### config.mk
export PLATFORM = sky130hd
export DESIGN_NAME = hsv_to_rgb_converter
export DESIGN_NICKNAME = d
export VERILOG_FILES = /design/src/h2r_pkg.sv /design/src/hsv_to_rgb_converter.sv
export SDC_FILE = /design/constraint.sdc
export NUM_CORES = 2
export LEC_CHECK = 0
export BUFFER_PORTS_ARGS = -buffer_cell sky130_fd_sc_hd__buf_2
export CAP_MARGIN = 40
export CORE_MARGIN = 2
export CORE_UTILIZATION = 30
export CTS_BUF_LIST = sky130_fd_sc_hd__clkbuf_2 sky130_fd_sc_hd__clkbuf_4 sky130_fd_sc_hd__clkbuf_8
export DETAILED_ROUTE_END_ITERATION = 16
export GPL_TIMING_DRIVEN = 0
export PLACE_DENSITY = 0.47
export SYNTH_ARGS = -nofsm -noshare
export SYNTH_HDL_FRONTEND = slang
export SYNTH_SLANG_ARGS = --single-unit
### constraint.sdc
create_clock -name clk -period 11.2 [get_ports clk]
set_clock_uncertainty 0.2 [all_clocks]
set_input_delay 0.56 -clock clk [delete_from_list [all_inputs] [get_ports clk]]
set_output_delay 0.56 -clock clk [all_outputs]
set_load 0.01 [all_outputs]
### src/h2r_pkg.sv
// Shared types, constants and hue functions for the HSV to RGB pixel converter.
`timescale 1ns / 1ps

package h2r_pkg;

    // Hue handling: full circle and width of one sector, in degrees.
    localparam int HUE_W      = 9;
    localparam int HUE_FULL   = 360;
    localparam int SECTOR_DEG = 60;
    localparam int REM_W      = 6;

    // Channel scale and the width of the scaled value before the divide by 60.
    localparam int CHAN_W = 8;
    localparam int Y_W    = 14;

    // Reciprocal divide by 60: exact for every scaled value below 2**14.
    localparam int DIV60_MUL   = 17477;
    localparam int DIV60_SHIFT = 20;
    localparam int DIV60_PW    = 29;

    // Sector of the color wheel, hue div 60.
    typedef logic [2:0] sector_t;

    localparam sector_t SECTOR_0 = 3'd0;
    localparam sector_t SECTOR_1 = 3'd1;
    localparam sector_t SECTOR_2 = 3'd2;
    localparam sector_t SECTOR_3 = 3'd3;
    localparam sector_t SECTOR_4 = 3'd4;
    localparam sector_t SECTOR_5 = 3'd5;

    // Lanes of the channel datapath: v, p, q and t.
    localparam int LANES = 4;
    localparam int CH_V  = 0;
    localparam int CH_P  = 1;
    localparam int CH_Q  = 2;
    localparam int CH_T  = 3;

    // Sector of a hue that is already folded into 0..359.
    function automatic sector_t sector_of(input logic [HUE_W-1:0] hue);
        sector_t sec;
        if (hue >= HUE_W'(5 * SECTOR_DEG))
            sec = SECTOR_5;
        else if (hue >= HUE_W'(4 * SECTOR_DEG))
            sec = SECTOR_4;
        else if (hue >= HUE_W'(3 * SECTOR_DEG))
            sec = SECTOR_3;
        else if (hue >= HUE_W'(2 * SECTOR_DEG))
            sec = SECTOR_2;
        else if (hue >= HUE_W'(SECTOR_DEG))
            sec = SECTOR_1;
        else
            sec = SECTOR_0;
        return sec;
    endfunction

    // First hue of a sector, in degrees.
    function automatic logic [HUE_W-1:0] sector_base(input sector_t sec);
        logic [HUE_W-1:0] base;
        case (sec)
            SECTOR_0: base = HUE_W'(0);
            SECTOR_1: base = HUE_W'(SECTOR_DEG);
            SECTOR_2: base = HUE_W'(2 * SECTOR_DEG);
            SECTOR_3: base = HUE_W'(3 * SECTOR_DEG);
            SECTOR_4: base = HUE_W'(4 * SECTOR_DEG);
            default:  base = HUE_W'(5 * SECTOR_DEG);
        endcase
        return base;
    endfunction

endpackage

### src/hsv_to_rgb_converter.sv
// Pipelined HSV to 8-bit RGB pixel converter.
`timescale 1ns / 1ps

// Channel   Handshake               Payload
// hsv       hsv_valid / hsv_stall   hue[8:0], saturation[12:0], brightness[12:0]
// rgb       rgb_valid / rgb_stall   red[7:0], green[7:0], blue[7:0]
//
// One pixel enters per clock while a valid rgb result is not stalled.
// The five register stages hold: sector split, the numerators 60*ONE - s*k, the v*m
// products, the scale by 255, and the reciprocal divide by 60 with routing.
// Reset clears only the stage valid bits; the data registers need no reset.
// A stall on a valid rgb result freezes every stage at once and is passed back as hsv_stall.
module hsv_to_rgb_converter #(
    parameter int FRAC_BITS = 12
) (
    input  logic        clk,
    input  logic        rst_n,
    input  logic        hsv_valid,
    output logic        hsv_stall,
    input  logic [8:0]  hue,
    input  logic [12:0] saturation,
    input  logic [12:0] brightness,
    output logic        rgb_valid,
    input  logic        rgb_stall,
    output logic [7:0]  red,
    output logic [7:0]  green,
    output logic [7:0]  blue
);

    // Datapath widths: fraction value, numerator, v*m product, product times 255.
    localparam int          WV     = FRAC_BITS + 1;
    localparam int          WM     = FRAC_BITS + 7;
    localparam int          WP     = 2 * FRAC_BITS + 6;
    localparam int          WX     = 2 * FRAC_BITS + 14;
    localparam logic [31:0] ONE32  = 32'd1 << FRAC_BITS;
    localparam logic [WM-1:0] FULL_M = WM'(h2r_pkg::SECTOR_DEG) << FRAC_BITS;

    // Pipeline advance: everything moves unless a held result is stalled.
    logic advance;

    assign advance   = !(rgb_valid && rgb_stall);
    assign hsv_stall = !advance;

    // Stage valid bits.
    logic v1_reg, v2_reg, v3_reg, v4_reg, v5_reg;

    always_ff @(posedge clk or negedge rst_n)
    begin
        if (!rst_n)
        begin
            v1_reg <= 1'b0;
            v2_reg <= 1'b0;
            v3_reg <= 1'b0;
            v4_reg <= 1'b0;
            v5_reg <= 1'b0;
        end
        else if (advance)
        begin
            v1_reg <= hsv_valid;
            v2_reg <= v1_reg;
            v3_reg <= v2_reg;
            v4_reg <= v3_reg;
            v5_reg <= v4_reg;
        end
    end

    assign rgb_valid = v5_reg;

    // Stage 1: fold the hue, split it into sector and remainder, clamp s and v.
    logic [h2r_pkg::HUE_W-1:0] hue_fold;
    h2r_pkg::sector_t          sec1_next;
    logic [h2r_pkg::HUE_W-1:0] rem_full;
    logic [31:0]               s_clamp, v_clamp;

    h2r_pkg::sector_t          sec1_reg;
    logic [h2r_pkg::REM_W-1:0] rem1_reg;
    logic [WV-1:0]             s1_reg, v1d_reg;

    always_comb
    begin
        hue_fold  = (hue >= h2r_pkg::HUE_W'(h2r_pkg::HUE_FULL)) ? '0 : hue;
        sec1_next = h2r_pkg::sector_of(hue_fold);
        rem_full  = hue_fold - h2r_pkg::sector_base(sec1_next);
        s_clamp   = (32'(saturation) > ONE32) ? ONE32 : 32'(saturation);
        v_clamp   = (32'(brightness) > ONE32) ? ONE32 : 32'(brightness);
    end

    always_ff @(posedge clk)
    begin
        if (advance)
        begin
            sec1_reg <= sec1_next;
            rem1_reg <= rem_full[h2r_pkg::REM_W-1:0];
            s1_reg   <= s_clamp[WV-1:0];
            v1d_reg  <= v_clamp[WV-1:0];
        end
    end

    // Stage 2: numerators m = 60*ONE - s*k, with k = 0, 60, r and 60-r per lane.
    logic [h2r_pkg::REM_W-1:0] k2 [h2r_pkg::LANES];
    logic [WM-1:0]             m2_next [h2r_pkg::LANES];
    logic [WM-1:0]             m2_reg [h2r_pkg::LANES];
    h2r_pkg::sector_t          sec2_reg;
    logic [WV-1:0]             v2d_reg;

    always_comb
    begin
        k2[h2r_pkg::CH_V] = '0;
        k2[h2r_pkg::CH_P] = h2r_pkg::REM_W'(h2r_pkg::SECTOR_DEG);
        k2[h2r_pkg::CH_Q] = rem1_reg;
        k2[h2r_pkg::CH_T] = h2r_pkg::REM_W'(h2r_pkg::SECTOR_DEG) - rem1_reg;
        for (int i = 0; i < h2r_pkg::LANES; i++)
        begin
            m2_next[i] = FULL_M - (WM'(s1_reg) * WM'(k2[i]));
        end
    end

    always_ff @(posedge clk)
    begin
        if (advance)
        begin
            m2_reg   <= m2_next;
            sec2_reg <= sec1_reg;
            v2d_reg  <= v1d_reg;
        end
    end

    // Stage 3: multiply each numerator by the value.
    logic [WP-1:0]    p3_reg [h2r_pkg::LANES];
    h2r_pkg::sector_t sec3_reg;

    always_ff @(posedge clk)
    begin
        if (advance)
        begin
            for (int i = 0; i < h2r_pkg::LANES; i++)
            begin
                p3_reg[i] <= WP'(v2d_reg) * WP'(m2_reg[i]);
            end
            sec3_reg <= sec2_reg;
        end
    end

    // Stage 4: scale by 255 as a shift and subtract, then drop the 2F fraction bits.
    logic [WX-1:0]             x4 [h2r_pkg::LANES];
    logic [h2r_pkg::Y_W-1:0]   y4_reg [h2r_pkg::LANES];
    h2r_pkg::sector_t          sec4_reg;

    always_comb
    begin
        for (int i = 0; i < h2r_pkg::LANES; i++)
        begin
            x4[i] = (WX'(p3_reg[i]) << 8) - WX'(p3_reg[i]);
        end
    end

    always_ff @(posedge clk)
    begin
        if (advance)
        begin
            for (int i = 0; i < h2r_pkg::LANES; i++)
            begin
                y4_reg[i] <= x4[i][2 * FRAC_BITS + h2r_pkg::Y_W - 1 : 2 * FRAC_BITS];
            end
            sec4_reg <= sec3_reg;
        end
    end

    // Stage 5: divide by 60 through the reciprocal, then route lanes by sector.
    logic [h2r_pkg::DIV60_PW-1:0] d5 [h2r_pkg::LANES];
    logic [h2r_pkg::CHAN_W-1:0]   c5 [h2r_pkg::LANES];
    logic [7:0]                   red_next, green_next, blue_next;
    logic [7:0]                   red_reg, green_reg, blue_reg;

    always_comb
    begin
        for (int i = 0; i < h2r_pkg::LANES; i++)
        begin
            d5[i] = h2r_pkg::DIV60_PW'(y4_reg[i]) *
                    h2r_pkg::DIV60_PW'(h2r_pkg::DIV60_MUL);
            c5[i] = d5[i][h2r_pkg::DIV60_SHIFT + h2r_pkg::CHAN_W - 1 : h2r_pkg::DIV60_SHIFT];
        end
        case (sec4_reg)
            h2r_pkg::SECTOR_0:
            begin
                red_next   = c5[h2r_pkg::CH_V];
                green_next = c5[h2r_pkg::CH_T];
                blue_next  = c5[h2r_pkg::CH_P];
            end
            h2r_pkg::SECTOR_1:
            begin
                red_next   = c5[h2r_pkg::CH_Q];
                green_next = c5[h2r_pkg::CH_V];
                blue_next  = c5[h2r_pkg::CH_P];
            end
            h2r_pkg::SECTOR_2:
            begin
                red_next   = c5[h2r_pkg::CH_P];
                green_next = c5[h2r_pkg::CH_V];
                blue_next  = c5[h2r_pkg::CH_T];
            end
            h2r_pkg::SECTOR_3:
            begin
                red_next   = c5[h2r_pkg::CH_P];
                green_next = c5[h2r_pkg::CH_Q];
                blue_next  = c5[h2r_pkg::CH_V];
            end
            h2r_pkg::SECTOR_4:
            begin
                red_next   = c5[h2r_pkg::CH_T];
                green_next = c5[h2r_pkg::CH_P];
                blue_next  = c5[h2r_pkg::CH_V];
            end
            default:
            begin
                red_next   = c5[h2r_pkg::CH_V];
                green_next = c5[h2r_pkg::CH_P];
                blue_next  = c5[h2r_pkg::CH_Q];
            end
        endcase
    end

    always_ff @(posedge clk)
    begin
        if (advance)
        begin
            red_reg   <= red_next;
            green_reg <= green_next;
            blue_reg  <= blue_next;
        end
    end

    assign red   = red_reg;
    assign green = green_reg;
    assign blue  = blue_reg;

endmodule

==> key figures <==
CTS
  • Clock-pin transition on the worst setup and hold timing paths: 60 ps
  • Postcts setup bufs: 0
  • Inserted Clock Buffers: 59
  • CTS root buffer: clkbuf_8
  • CTS resizes: 0
  • H-tree levels: 2
  • Hold Buf Count CTS: 31
  • CTS tree: yes
  • Clk buf depth: 3
  • Clock Latency Late Sink: 780 ps
  • TritonCTS Sinks: 299

Outcome
  • Status: completed

Worst hold path
  • Tightest Hold Check Type: input port to register

Place
  • Dpl cells: 7620
  • RePlAce Congestion: 0.866
  • PortBufs: 61
  • Placement Cell Area: 54900 um^2
  • Hpwl dp: 116000 um

Drt
  • Routed len/inst: 17.6 um
  • DRT iter0 DRCs: 1779
  • Final ANT Viol Nets: 0
  • Routed wire length: 136000 um
  • DRT Pass-1 Iters: 5
  • Via count: 36011
  • Post-route DRC violation count: 0
  • Detailed-route vias per instance: 4.64

Layout
  • Design area: 56600 um^2
  • Layout cells sized above 1: 0.0467
  • Post-route insts no fill: 7764
  • Most frequent cells in the layout: 1118 x inv_1, 752 x fa_1, 740 x ha_1
  • Number of flip-flops under the largest register name: 103
  • Syn-to-layout area delta: 10.5%
  • Most common cell after layout, fill and taps aside: inv_1
  • # fillers: 17437
  • Nets: 7025

Timing
  • Worst-Margin Slew: 904 ps
  • Hold Slack: 202 ps
  • Relative slew slack: 0.398
  • Max Slew Vio Count: 0
  • Final Hold Viols: 0
  • Minimum clock period: 8480 ps
  • Fin crit share: 0.757
  • Highest clock rate: 118 MHz
  • RSZ-0062 raised after global routing: false
  • Final setup violation count: 0

Floorplan
  • Placement row count: 151
  • Initial Util: 0.302
  • Die H: 417 um
  • # IOs: 65
  • Die area: 174000 um^2
  • Core area: 169000 um^2
  • Die X: 417 um

Synthesis
  • Sequential share of the synthesized area: 0.175
  • Gate Count Post-Synth: 5299
  • Library cells used by synthesis: 84
  • Yosys warnings: 0
  • Post-synthesis register bit count: 299
  • Post-synthesis compound-gate area fraction: 0.0730
  • Mean Syn Cell Area: 9.66 um^2
  • Main combinational cell family by area after synthesis: adder cells
  • Leading area contributor after synthesis: fa_1
  • Synth area leaders: fa_1 29%, ha_1 18%, edfxtp_1 17%
  • Post-synthesis adder-cell area fraction: 0.475
  • Synth Area in Simple Gates: 0.139
  • Syn nets: 6830
  • Mux cell area share after synthesis: 0.00384
  • Post-synth top flop: edfxtp_1
  • Mapped Area: 51200 um^2
  • XOR/XNOR share of the synthesized area: 0.0386
  • Number of flops mapped to enable cells by yosys: 294
  • Ys async rst share: 0.0167
  • Share of Yosys cell area claimed by the top area cell type: 0.294

Job
  • Number of max-cap violations: 0

Setup path
  • CP cell instances: buf_8 -> clkbuf_1 -> clkbuf_1 -> nand2_1 -> fa_1 -> fa_1 -> inv_1 -> fa_1 -> fa_1 -> inv_1 -> fa_1 -> inv_1 -> ha_1 -> nand3_1 -> nand3b_1 -> a211oi_1 -> o21ai_1 -> a31oi_1 -> a41oi_1 -> mux2i_1 -> o2111ai_1
  • Crit. End Element: register
  • Required @ worst endpoint: 11440 ps
  • Kind of critical path: register to register
  • Crit-path max cell delay: 890 ps
  • Worst EP arrival: 8720 ps
  • Crit path launch type: register
  • Critical-path maximum fanout: 10
  • CP most frequent cell: fa_1
  • Reg2reg setup slack: 2720 ps
  • CP max stage cell: edfxtp_1

Global route
  • Initial antenna violation count: 5
  • Global-route usage over all layers: 0.160
  • Grt ovf: 0
  • First-pass GRT wire length: 218000 um
  • Vias in the first global route: 38102
  • Pin count of the biggest net entering global routing: 51
cell families after synthesis:
| group | Yosys count |
|---|---|
| buf+inv | 1295 |
| fa+ha+maj | 1494 |
| xor+xnor | 224 |
| mux | 19 |
| compound gates | 549 |
| flops | 299 |
| simple gates | 1419 |
per-layer routing:
metal | routed length [um] | up-vias | global-route usage | part of all wire
met3 | 6570 | 155 | 0.0224 | 0.048
met5 | 13 | - | 0 | 0.000095
met2 | 62800 | 674 | 0.265 | 0.46
met4 | 3170 | 2 | 0.0381 | 0.023
li1 | - | 17307 | - | -
met1 | 63700 | 17873 | 0.221 | 0.47
per-stage QoR:
stage / worst slack, ps / TNS, ps / util
after floorplan: 2870 / 0 / -
after global placement: -673 / -168120 / 0.320
after detailed placement: 2820 / 0 / 0.324
after CTS: 2790 / 0 / 0.334
after global routing: 2510 / 0 / 0.334
final: 2720 / 0 / 0.334
worst max-delay path, delay by kind of cell (launching register included):
| family | cells | cell delay (ps) |
|---|---|---|
| flops | 1 | 890 |
| buf+inv | 6 | 1630 |
| compound gates | 5 | 1540 |
| mux | 1 | 180 |
| fa+ha+maj | 6 | 2820 |
| simple gates | 3 | 850 |
cells in the mapped netlist (60+ instances only):
library cell  number
xor2_1            60
nor2_1           135
o21ai_0           82
fa_1             752
nor3_1            64
a21oi_1          139
clkbuf_1         176
and2_1           437
a21o_1            66
inv_1           1118
ha_1             740
xnor2_1          163
nand2_1          542
edfxtp_1         294
cell type report:
type / instances / area (um^2) / area share
multi-input combinational: 3705 / 37400 / 0.661
timing repair buffer: 134 / 1240 / 0.0219
inverter: 1119 / 4200 / 0.0742
clock inverter: 44 / 482 / 0.00852
buffer: 176 / 661 / 0.0117
sequential: 299 / 8950 / 0.158
tap: 2218 / 2780 / 0.0491
clock buffer: 67 / 872 / 0.0154
antenna: 2 / 5.00 / 0.0000885
final timing paths:
check / depth (start not counted) / start / end
min in group asynchronous: 3 / rst_n / rgb_valid
max in group asynchronous: 3 / rst_n / v1_reg
max reg2reg: 21 / v2d_reg[12] / p3_reg[3][27]
max: 21 / v2d_reg[12] / p3_reg[3][27]
min: 4 / hue[2] / rem1_reg[2]
min reg2reg: 0 / v1d_reg[1] / v2d_reg[1]
Power is not shown: default switching activity piles up to over one toggle a cycle in this logic, so the estimate is an artifact.
